<file path="config.mk">
export PLATFORM = sky130hd
export DESIGN_NAME = hbd_out_stage
export DESIGN_NICKNAME = d
export VERILOG_FILES = /design/src/rtl/core/hbd_pkg.sv /design/src/rtl/core/hbd_out_stage.sv
export SDC_FILE = /design/constraint.sdc
export NUM_CORES = 1
export LEC_CHECK = 0
export BUFFER_PORTS_ARGS = -buffer_cell sky130_fd_sc_hd__buf_2
export CELL_PAD_IN_SITES_DETAIL_PLACEMENT = 1
export CELL_PAD_IN_SITES_GLOBAL_PLACEMENT = 1
export CORE_MARGIN = 2
export CORE_UTILIZATION = 37
export CTS_CLUSTER_SIZE = 12
export DETAILED_ROUTE_END_ITERATION = 12
export PLACE_DENSITY = 0.77
export REMOVE_ABC_BUFFERS = 1
export SLEW_MARGIN = 10
export SYNTH_ARGS = -nofsm -noshare
export SYNTH_HDL_FRONTEND = slang
export SYNTH_SLANG_ARGS = --single-unit
</file>
<file path="constraint.sdc">
create_clock -name i_clk -period 1.5 [get_ports i_clk]
set_input_delay 0.225 -clock i_clk [delete_from_list [all_inputs] [get_ports i_clk]]
set_output_delay 0.225 -clock i_clk [all_outputs]
set_load 0.01 [all_outputs]
</file>
<file path="src/rtl/core/hbd_pkg.sv">
// ============================================================================
// hbd_pkg
// Shared constants and types for the Huffman block decompressor.
// ============================================================================
package hbd_pkg;

    localparam int SYMBOL_LIMIT = 257;
    localparam int NODE_DEPTH   = 2 * SYMBOL_LIMIT - 1;
    localparam int STACK_DEPTH  = SYMBOL_LIMIT;
    localparam int NODE_W       = $clog2(NODE_DEPTH + 1);
    localparam int TOP_W        = $clog2(STACK_DEPTH + 1);
    localparam int SIDX_W       = $clog2(STACK_DEPTH);

    localparam logic [1:0] K_SYM    = 2'd0;
    localparam logic [1:0] K_BLOCK  = 2'd1;
    localparam logic [1:0] K_STREAM = 2'd2;
    localparam logic [1:0] K_ERROR  = 2'd3;

    localparam logic [7:0] BYTE_FF   = 8'hFF;
    localparam logic [7:0] BYTE_ZERO = 8'h00;

    typedef struct packed {
        logic              leaf;
        logic [NODE_W-1:0] lc;
        logic [NODE_W-1:0] rc;
        logic [7:0]        sym;
    } t_node;

    // one engine step toward the output stage
    typedef struct packed {
        logic       emit;
        logic       done;
        logic [7:0] sym;
        logic [1:0] kind;
    } t_step;

endpackage

</file>
<file path="src/rtl/core/hbd_out_stage.sv">
// ============================================================================
// hbd_out_stage
// Holds one result back until its last flag is known, then registers it.
// ============================================================================
module hbd_out_stage
    import hbd_pkg::*;
(
    input  logic       i_clk,
    input  logic       i_rst_n,
    input  t_step      i_step,
    output logic       o_stage_ready,
    input  logic       i_ready,
    output logic       o_valid,
    output logic [7:0] o_symbol,
    output logic [1:0] o_kind,
    output logic       o_last
);

    logic       r_p_valid, r_o_valid;
    logic [7:0] r_p_sym;
    logic [1:0] r_p_kind;
    logic       out_free;

    assign out_free      = !r_o_valid || i_ready;
    assign o_stage_ready = !r_p_valid || out_free;
    assign o_valid       = r_o_valid;

    always_ff @(posedge i_clk) begin
        if (!i_rst_n) begin
            r_p_valid <= 1'b0;
            r_o_valid <= 1'b0;
        end else begin
            if (r_o_valid && i_ready) begin
                r_o_valid <= 1'b0;
            end
            if (i_step.emit) begin
                r_p_valid <= 1'b1;
                if (r_p_valid) begin
                    r_o_valid <= 1'b1;
                end
            end else if (i_step.done && r_p_valid) begin
                r_p_valid <= 1'b0;
                r_o_valid <= 1'b1;
            end
        end
    end

    always_ff @(posedge i_clk) begin
        if (i_step.emit) begin
            r_p_sym  <= i_step.sym;
            r_p_kind <= i_step.kind;
        end
        // move the held result out, flagged last only at the end of the word
        if (r_p_valid && (i_step.emit || i_step.done)) begin
            o_symbol <= r_p_sym;
            o_kind   <= r_p_kind;
            o_last   <= i_step.done;
        end
    end

endmodule

</file>
# After elaboration in Yosys (flattened, before gate mapping)
# Cells that the tools add are included.
# W data, S select, Z words.
[word_totals] wordCells=22 ff_bits=23 out_inout_bits=13 inputBits=15
[classes] muxes=6 reduce_logical=9
[op_table] op="$mux W1" n=6
[op_table] op="$logic_and A1 B1 Y1" n=3
[op_table] op="$logic_or A1 B1 Y1" n=3
[op_table] op="$logic_not A1 Y1" n=2
[op_table] op="$reduce_bool A2 Y1" n=1

# Longest topological paths before layout
# Gate-level depths: netlist of the first run.
[logic_depth] depth_word=4 ltp_mapped=2

# Worst setup path before layout of the first run
# Ideal clock, no wire load.
[synth_path] path_type="reg-to-reg" start="register r_p_valid" end="register o_kind[0], enable pin" slack_ns=0.483 arrival_time_ns=0.666 n_path_buf=0 setup_time_ns=0.351 path_stages_with_launch=2 cell_sequence="dfxtp_1 > o21a_1"
[synth_via] elab_chain_cells=1
[synth_rtl] element="start: declaration" line="hbd_out_stage.sv:19" rtl="logic r_p_valid, r_o_valid;"
[synth_rtl] element="start signal: assignment" line="hbd_out_stage.sv:30" rtl="r_p_valid <= 1'b0;"
[synth_rtl] element="start signal: assignment" line="hbd_out_stage.sv:37" rtl="r_p_valid <= 1'b1;"
[synth_rtl] element="start signal: assignment" line="hbd_out_stage.sv:42" rtl="r_p_valid <= 1'b0;"
[synth_rtl] element="$logic_and A1 B1 Y1" line="hbd_out_stage.sv:54" rtl="if (r_p_valid && (i_step.emit || i_step.done)) begin"
[synth_rtl] element="end signal: assignment" line="hbd_out_stage.sv:56" rtl="o_kind <= r_p_kind;"
[synth_rtl] element="end: declaration" line="hbd_out_stage.sv:15" rtl="output logic [1:0] o_kind,"
# Every way passes these cells.
# A chain may end at the register's enable or synchronous reset.

# Worst setup path in the final report of the first run
[layout_path] start="register r_o_valid, in the netlist o_valid" end="output port o_stage_ready"
[layout_via] elab_chain_cells=3
[layout_rtl] element="start: declaration" line="hbd_out_stage.sv:19"
[layout_rtl] element="start signal: assignment" line="hbd_out_stage.sv:31" rtl="r_o_valid <= 1'b0;"
[layout_rtl] element="start signal: assignment" line="hbd_out_stage.sv:34" rtl="r_o_valid <= 1'b0;"
[layout_rtl] element="start signal: assignment" line="hbd_out_stage.sv:39" rtl="r_o_valid <= 1'b1;"
[layout_rtl] element="$logic_not A1 Y1" line="hbd_out_stage.sv:24" rtl="assign out_free = !r_o_valid || i_ready;"
[layout_rtl] element="$logic_or A1 B1 Y1" line="hbd_out_stage.sv:24"
[layout_rtl] element="$logic_or A1 B1 Y1" line="hbd_out_stage.sv:25" rtl="assign o_stage_ready = !r_p_valid || out_free;"
[layout_rtl] element="end: declaration" line="hbd_out_stage.sv:11" rtl="output logic o_stage_ready,"
# Every way passes these cells.

==> results of run 1 <==
## cells by family (layout without fill, tap and decap cells)
| kind of cell | Yosys count | count (layout) | share of synthesized area (%) |
|---|---|---|---|
| simple gates | 3 | 3 | 2.29 |
| compound gates | 3 | 3 | 3.17 |
| flops | 23 | 23 | 94.5 |
| buf+inv | 0 | 32 | 0 |
## how the worst min path moves through the flow
stage / cells past startpoint / slack [ns] / startpoint / endpoint
global route: 1 / 0.06 / i_step[4] / r_p_sym[2]$_DFFE_PP_
floorplan: 0 / 0.32 / i_step[10] / o_last$_DFFE_PP_
finish: 1 / 0.09 / i_step[5] / r_p_sym[3]$_DFFE_PP_
detailed placement: 1 / 0.40 / i_step[5] / r_p_sym[3]$_DFFE_PP_
global placement: 0 / 0.40 / r_p_sym[7]$_DFFE_PP_ / o_symbol[7]$_DFFE_PP_
CTS: 1 / 0.08 / i_step[5] / r_p_sym[3]$_DFFE_PP_
## cell usage in the layout, fill, tap and decap left out
master    netlist  final
buf_2           0     27
buf_4           0      1
clkbuf_1        0      1
clkbuf_4        0      3
dfxtp_1         2      2
edfxtp_1       21     21
nand2_1         1      1
nor2b_1         2      2
o21a_1          3      3
## final cells by class
class / count / area (sq um)
Clock buffer: 4 / 26.3
Sequential cell: 23 / 671
Timing Repair Buffer: 28 / 143
Multi-Input combinational cell: 6 / 38.8
Fill cell: 195 / 855
Tap cell: 25 / 31.3
## per-stage QoR
step                      power [mW]  instance area, sq um  instances  util [%]
after floorplan                0.790                   709         29         -
after global placement         0.832                   883         82      50.1
after detailed placement       0.837                   883         82      50.1
after CTS                       1.10                   910         86      51.6
after global routing            1.14                   910         86      51.6
final                           1.09                   910         86      51.6
## power groups by stage
stage / Clock [mW] / Sequential [mW] / Combinational, mW
6_report: 0.269 / 0.757 / 0.0633
2_1_floorplan: 0 / 0.779 / 0.0110
4_1_cts: 0.278 / 0.758 / 0.0649
5_1_grt: 0.309 / 0.762 / 0.0704
3_5_place_dp: 0 / 0.773 / 0.0645
3_3_place_gp: 0 / 0.770 / 0.0621
## state kept, by name, indices dropped and copies added, names as in the netlist
register	count
o_kind	2
r_p_kind	2
r_p_valid	1
r_p_sym	8
o_last	1
o_symbol	8
o_valid	1
## metal layers
metal,GRT usage [%],routed length (um),vias to the layer above
met5,0,0,-
met4,9.73,23,0
met3,3.77,78,4
met2,18.7,558,19
met1,12.2,420,172
li1,-,-,175
==> summary.txt, run 1 <==
Global routing
  • Pin count of the biggest net entering global routing: 13
  • First-pass GRT wire length: roughly 1600 um
  • Tot GR Track Use: between 10% and 20%
  • Vias in the first global route: 396
  • Initial antenna violation count: 0
  • Overflow after GRT: 0

Clock tree
  • CTS tree: built
  • Sink Count: 23
  • Clock Tree Buf Depth: 2
  • Post-CTS setup buffers: 0
  • Cts bufs inserted: 3
  • Root buffer cell: clkbuf_4
  • CTS H-Tree Depth: 1
  • CTS resizes: 0
  • Cts hold-fix bufs: 0
  • Clk_lat worst skew: 0.30 ns
  • Clk pin slew, worst setup/hold paths: 0.11 ns

Floorplan
  • Die area: between 2000 and 2500 sq um
  • Die H: around 48 um
  • Placeable core area: about 1800 sq um
  • # IOs: 28
  • Initial Util: between 40% and 50%
  • Std-Cell Rows: 15
  • Die W: around 48 um

Routing
  • DR iter-0 viols: 2
  • Vias: between 300 and 400
  • Routed WL per cell: ~13 um
  • DR vias/cell: between 4 and 5
  • DR pass1 iterations: 4
  • Antenna Nets Post-Route: 0
  • # DRC: 0
  • Total Wirelength: about 1100 um

Final layout
  • Layout cells sized above 1: around half
  • Fin nets: 77
  • Area grow syn2layout: 28.2%
  • Ant. Diodes: 0

Power and ir drop
  • P_int: 0.879 mW
  • Peak supply drop: roughly 0.55 mV
  • Leak: 0.354 nW
  • Clk pwr share: about 25%
  • Sw frac: between 15 and 20%
  • Switching pwr: between 0.2 and 0.25 mW
  • Cell Pwr Density: between 1000 and 1500 nW/um^2
  • Part of the power in registers: 69.5%
  • Combinational power share: roughly 5.8%

Setup path
  • Critical path type: flip-flop to primary output
  • Crit path cell chain: nor2b_1 > nand2_1 > buf_2
  • Arr. time, crit path: roughly 1 ns
  • Worst r2r src: r_p_valid$_SDFFE_PN0P_
  • Slowest cell on crit path: dfxtp_1
  • Crit path launch: o_valid$_SDFF_PN0_
  • Setup crit end: o_stage_ready
  • Reg2reg end: o_symbol[0]$_DFFE_PP_
  • Crit path depth: 3
  • Worst path max stage delay: about 0.34 ns
  • CP delay by family, top: flip-flops
  • Register-to-Register Setup Slack: about 0.32 ns
  • Worst EP required: between 1 and 1.5 ns
  • R2r worst-path depth: 1
  • Crit path buf inv count: 1
  • CP Max Fanout: 2
  • Crit start category: flip-flop
  • CP Capture Type: primary output

Synthesis
  • Cell taking the most area after synthesis: edfxtp_1
  • EDFF count, synth: 21
  • Unique masters post-synth: 5
  • Yosys warnings: 0
  • Syn Std Cell Area: between 700 and 800 sq um
  • Synth top cells by count: edfxtp_1 (21), o21a_1 (3), dfxtp_1 (2), nor2b_1 (2), nand2_1 (1)
  • Most numerous cell in the Yosys netlist: edfxtp_1
  • Share of the synthesized area in the top cell type: between 80 and 90%
  • Main synth FF type: edfxtp_1
  • Mapped Cells: 29
  • Sequential-to-total area share from yosys stat: 94.5%
  • Post-synth ARST share: 0%
  • Number of synthesized register bits: 23
  • Synth top area cells: edfxtp_1 (89%), dfxtp_1 (5.6%), o21a_1 (3.2%), nor2b_1 (1.8%), nand2_1 (0.53%)
  • Syn Area/Cell: 24.5 sq um

Timing
  • Setup Skew: 0.00345 ns
  • Hold WS: approximately 0.093 ns
  • Crit share post-route: about 84%
  • Worst-margin pin slew: about 0.5 ns
  • Setup violators final: 0
  • RSZ-0062 raised after global routing: no
  • Setup tns final: 0 ns
  • Final Critical Period: roughly 1.3 ns
  • Max-slew violation count: 0
  • Maximum clock frequency: ~800 MHz
  • Slew margin rel.: 66.7%
  • Final Hold Vio Count: 0
  • Setup ws final: 0.247 ns

Placed design
  • RD Place Congestion: 0.655
  • DP Worst Slack: between 0.3 and 0.4 ns
  • Port Buf Inserts: 27

Outcome
  • Status: finished clean

Worst hold path
  • Hold Path Class: input port to flip-flop

Run
  • Maxcap violations: 0
No activity file was read; power rests on OpenSTA's default activity.
==> run 2: changes to the inputs <==
==> constraint.sdc (replaced) <==
create_clock -name i_clk -period 1.2 [get_ports i_clk]
set_input_delay 0.18 -clock i_clk [delete_from_list [all_inputs] [get_ports i_clk]]
set_output_delay 0.18 -clock i_clk [all_outputs]
set_load 0.01 [all_outputs]
==> run 2 against run 1 <==
Against the previous run: cell count up 1.2%; global-route usage down 0.79 points; sequential share of layout area down 1.2 points; wire length down 1.5%; critical path type unchanged; critical endpoint unchanged; largest power group unchanged.
==> summary.txt, run 2 (synthesis gave the netlist of run 1 again) <==
Outcome
  • Status: finished clean

Final layout
  • Biggest regs: o_symbol: 8 flops, r_p_sym: 8 flops
  • Commonest non-fill, non-tap cells in the layout: buf_2 (27), edfxtp_1 (21), o21a_1 (3), clkbuf_4 (3), buf_4 (2)
  • Area of the multi-input gates: 46.3 sq um
  • Post-route insts no fill: between 80 and 90
  • Post-layout util: ~52%
  • Fin nets: just under 80
  • Most common cell after layout, fill and taps aside: buf_2
  • Seq. cell area: about 670 sq um
  • Fillers: about 190
  • Design area: 926 sq um
  • Ant. Diodes: 0
  • Layout cells sized above 1: a little over half
  • Area grow syn2layout: 30.5%

Global routing
  • Pin count of the biggest net entering global routing: 13
  • Initial antenna violation count: 0
  • Tot GR Track Use: 10.8%
  • First-pass GRT wire length: 1520 um
  • Overflow after GRT: 0
  • Vias in the first global route: ~390

Routing
  • Routed WL per cell: roughly 12 um
  • Vias: around 370
  • DR iter-0 viols: 0
  • # DRC: 0
  • Total Wirelength: approximately 1100 um
  • DR pass1 iterations: 1
  • Antenna Nets Post-Route: 0
  • DR vias/cell: around 4.3

Clock tree
  • Sink Count: 23
  • Clk_lat worst skew: a little under 0.3 ns
  • Cts bufs inserted: 3
  • CTS tree: built
  • Clk pin slew, worst setup/hold paths: 0.11 ns
  • CTS H-Tree Depth: 1
  • Clock Tree Buf Depth: 2
  • Root buffer cell: clkbuf_4
  • Post-CTS setup buffers: 0

Power and ir drop
  • Total design power: 1.35 mW
  • Peak supply drop: 0.633 mV
  • Cell Pwr Density: ~1500 nW/um^2
  • Leak: around 0.36 nW

Setup path
  • Arr. time, crit path: around 0.95 ns
  • CP Capture Type: primary output
  • CP Max Fanout: 2
  • Register-to-Register Setup Slack: 0.23 ns
  • Worst EP required: between 1 and 1.5 ns
  • Critical path type: flip-flop to primary output
  • Reg2reg end: o_symbol[7]$_DFFE_PP_
  • R2r worst-path depth: 2
  • Crit start category: flip-flop
  • Worst r2r src: r_p_valid$_SDFFE_PN0P_

Timing
  • Crit share post-route: 94.0%
  • Setup tns final: 0 ns
  • Hold WS: approximately 0.058 ns
  • Final Hold Vio Count: 0
  • Setup Skew: around 0.00091 ns
  • Setup ws final: ~0.072 ns
  • Setup violators final: 0
  • Slew margin rel.: 89.6%
  • Final Critical Period: between 1 and 1.5 ns
  • Max-slew violation count: 0
  • Maximum clock frequency: 886 MHz
  • RSZ-0062 raised after global routing: no
  • Worst-margin pin slew: ~0.16 ns

Floorplan
  • Placeable core area: 1760 sq um
  • Die area: 2280 sq um
  • Die W: 47.8 um
  • Initial Util: 40.2%
  • Std-Cell Rows: 15
  • Die H: 47.8 um
  • # IOs: 28

Placed design
  • DP Worst Slack: 0.241 ns
  • Cell Area, Placed: slightly below 900 sq um
  • Port Buf Inserts: 27
  • RD Place Congestion: 0.656
  • Dpl cells: 83

Worst hold path
  • Hold Path Depth: 1
  • Hold path startpoint: i_step[5]
  • Hold Path Class: input port to flip-flop
  • Worst Hold End: r_p_sym[3]$_DFFE_PP_

Run
  • Maxcap violations: 0
==> run 2: how the worst max path moves through the flow <==
| stage | start | to | slack [ns] | cells past startpoint |
|---|---|---|---|---|
| after floorplan | r_p_valid$_SDFFE_PN0P_ | o_kind[0]$_DFFE_PP_ | 0.18 | 1 |
| after global placement | i_step[11] | o_valid$_SDFF_PN0_ | 0.27 | 4 |
| after detailed placement | r_p_valid$_SDFFE_PN0P_ | o_symbol[4]$_DFFE_PP_ | 0.24 | 2 |
| after CTS | o_valid$_SDFF_PN0_ | o_stage_ready | 0.02 | 3 |
| after global routing | o_valid$_SDFF_PN0_ | o_stage_ready | 0.0001 | 3 |
| final | o_valid$_SDFF_PN0_ | o_stage_ready | 0.07 | 3 |
==> run 2: repair_timing <==
item	CTS	global route
hold buffers	0	0
setup endpoints to repair	1	1
resized for setup	1	2
==> run 2: routing by layer <==
metal,GRT usage (%),vias to the layer above,wire [um]
li1,-,177,-
met1,9.68,178,401
met2,19.7,17,608
met3,3.40,0,55
met4,8.11,0,0
met5,0,-,0
==> run 2: final cells by class <==
type	count	share of cell area, %
sequential	23	72.6
timing repair buffer	29	16.2
multi-input combinational	6	5.00
tap	25	3.38
clock buffer	4	2.84
==> run 2: power breakdown <==
part | leakage (nW) | switching, mW | internal, mW
combinational | 0.129 | 0.0439 | 0.0406
sequential | 0.217 | 0.0135 | 0.933
clock | 0.0150 | 0.193 | 0.129
total | 0.361 | 0.251 | 1.10
==> run 2: worst max-delay path: stages (launching register included) <==
cell     delay [ns]
dfxtp_2        0.34
nor2b_4        0.13
nand2_1        0.05
buf_2          0.13
==> run 3: changes to the inputs <==
--- a/config.mk
+++ b/config.mk
@@ -12,6 +12,7 @@
 export CORE_UTILIZATION = 37
 export CTS_CLUSTER_SIZE = 12
 export DETAILED_ROUTE_END_ITERATION = 12
+export HOLD_SLACK_MARGIN = 0.06
 export PLACE_DENSITY = 0.77
 export REMOVE_ABC_BUFFERS = 1
 export SLEW_MARGIN = 10
==> constraint.sdc (replaced) <==
create_clock -name i_clk -period 1.1 [get_ports i_clk]
set_input_delay 0.165 -clock i_clk [delete_from_list [all_inputs] [get_ports i_clk]]
set_output_delay 0.165 -clock i_clk [all_outputs]
set_load 0.01 [all_outputs]
==> run 3 against run 2 <==
Against the previous run: the flow now finishes with violations (setup timing); die area unchanged; first-iteration DRC count increased by 5; register-to-register slack got worse by 0.09 ns; critical path type unchanged.
==> summary.txt, run 3 (synthesis gave the netlist of run 1 again) <==
Clock tree
  • Sink Count: 23
  • Root buffer cell: clkbuf_4
  • Cts bufs inserted: 3
  • Clock Tree Buf Depth: 2
  • Clk_lat worst skew: approximately 0.30 ns
  • Clk pin slew, worst setup/hold paths: 0.12 ns
  • CTS H-Tree Depth: 1
  • CTS tree: built

Final layout
  • Ant. Diodes: 0
  • Post-route insts no fill: between 90 and 100
  • Commonest non-fill, non-tap cells in the layout: buf_2 (27), edfxtp_1 (21), dlygate4sd3_1 (10)
  • Layout cells sized above 1: approximately 49%
  • Most common cell after layout, fill and taps aside: buf_2
  • Area grow syn2layout: 48.5%
  • Fin nets: 90
  • Biggest regs: o_symbol: 8 flops, r_p_sym: 8 flops

Setup path
  • R2r worst-path depth: 4
  • Arr. time, crit path: slightly below 1 ns
  • Critical path type: flip-flop to primary output
  • Worst EP required: roughly 0.94 ns
  • Crit path launch: o_valid$_SDFF_PN0_
  • Worst r2r src: o_valid$_SDFF_PN0_
  • Crit start category: flip-flop
  • CP Max Fanout: 2
  • CP Capture Type: primary output

Routing
  • Vias: 425
  • DR pass1 iterations: 4
  • # DRC: 0
  • Routed WL per cell: between 10 and 15 um
  • DR vias/cell: 4.29
  • Antenna Nets Post-Route: 0
  • Total Wirelength: roughly 1300 um
  • DR iter-0 viols: 5

Floorplan
  • Die W: approximately 48 um
  • Std-Cell Rows: 15
  • Die H: 47.8 um
  • # IOs: 28
  • Die area: 2280 sq um
  • Placeable core area: ~1800 sq um
  • Initial Util: 40.2%

Worst hold path
  • Hold Path Depth: 2
  • Hold path startpoint: i_rst_n
  • Hold Path Class: input port to flip-flop

Timing
  • Final Critical Period: between 1 and 1.5 ns
  • Worst-margin pin slew: about 0.15 ns
  • Maximum clock frequency: approximately 880 MHz
  • Slew margin rel.: roughly nine tenths
  • RSZ-0062 raised after global routing: yes
  • Crit share post-route: 104%
  • Max-slew violation count: 0
  • Final Hold Vio Count: 0
  • Setup violators final: 1
  • Setup Skew: roughly 0.0055 ns
  • Setup ws final: -0.0403 ns

Global routing
  • Pin count of the biggest net entering global routing: 13
  • Vias in the first global route: about 430
  • Initial antenna violation count: 0
  • First-pass GRT wire length: between 2000 and 2500 um
  • Overflow after GRT: 0
  • Tot GR Track Use: approximately 14%

Power and ir drop
  • Total design power: around 1.5 mW
  • Peak supply drop: roughly 1.0 mV
  • Leak: between 0.4 and 0.5 nW
  • Cell Pwr Density: about 1500 nW/um^2

Outcome
  • Status: finished with violations
  • Failing checks: setup timing

Placed design
  • Port Buf Inserts: 27
  • RD Place Congestion: ~0.65
  • Dpl cells: 83

Run
  • Maxcap violations: 0
## run 3: path summary, 6_finish.rpt
kind | slack [ns] | endpoint
max | -0.04 | o_stage_ready
min reg2reg | 0.43 | o_kind[1]$_DFFE_PP_
min | 0.09 | o_valid$_SDFF_PN0_
max reg2reg | 0.14 | o_valid$_SDFF_PN0_
## run 3: where the power goes
part / total [mW] / switching (mW) / internal, mW
clock network: 0.369 / 0.228 / 0.141
registers: 1.03 / 0.0162 / 1.02
logic: 0.132 / 0.0556 / 0.0761
total: 1.53 / 0.299 / 1.24
## run 3: timing repair
item	in CTS	in global routing
buffers inserted	1	1
resized for setup	3	0
hold buffers	10	0
pin swaps	0	0
hold endpoints to repair	10	0
setup endpoints to repair	1	1
## run 3: final cells by class
type	instances	area, sq um
clock buffer	4	26.3
fill	185	711
timing repair buffer	41	278
multi-input combinational	6	46.3
tap	25	31.3
sequential	23	672
## run 3: layer usage
metal	part of all wire (%)	vias to the layer above	GRT usage (%)
met5	0	-	0
met4	1.4	0	8.11
met3	5.5	2	3.40
met2	52	17	23.7
met1	41	203	16.9
li1	-	203	-
## run 3: stage by stage
step	worst slack, ns	instance area, sq um	util (%)	hold WS (ns)	TNS [ns]
6_report	-0.0403	1050	59.7	0.0900	-0.0403
3_5_place_dp	0.157	903	51.2	0.344	0
3_3_place_gp	0.182	903	51.2	0.343	0
5_1_grt	-0.0862	1050	59.7	0.0770	-0.0862
2_1_floorplan	0.0826	709	-	0.264	0
4_1_cts	-0.0258	1050	59.3	0.0898	-0.0258
## run 3: worst max-delay path, cell delays in order (launching register included)
cell	delay (ns)
dfxtp_2	0.35
nor2b_4	0.14
nand2_1	0.06
buf_2	0.13
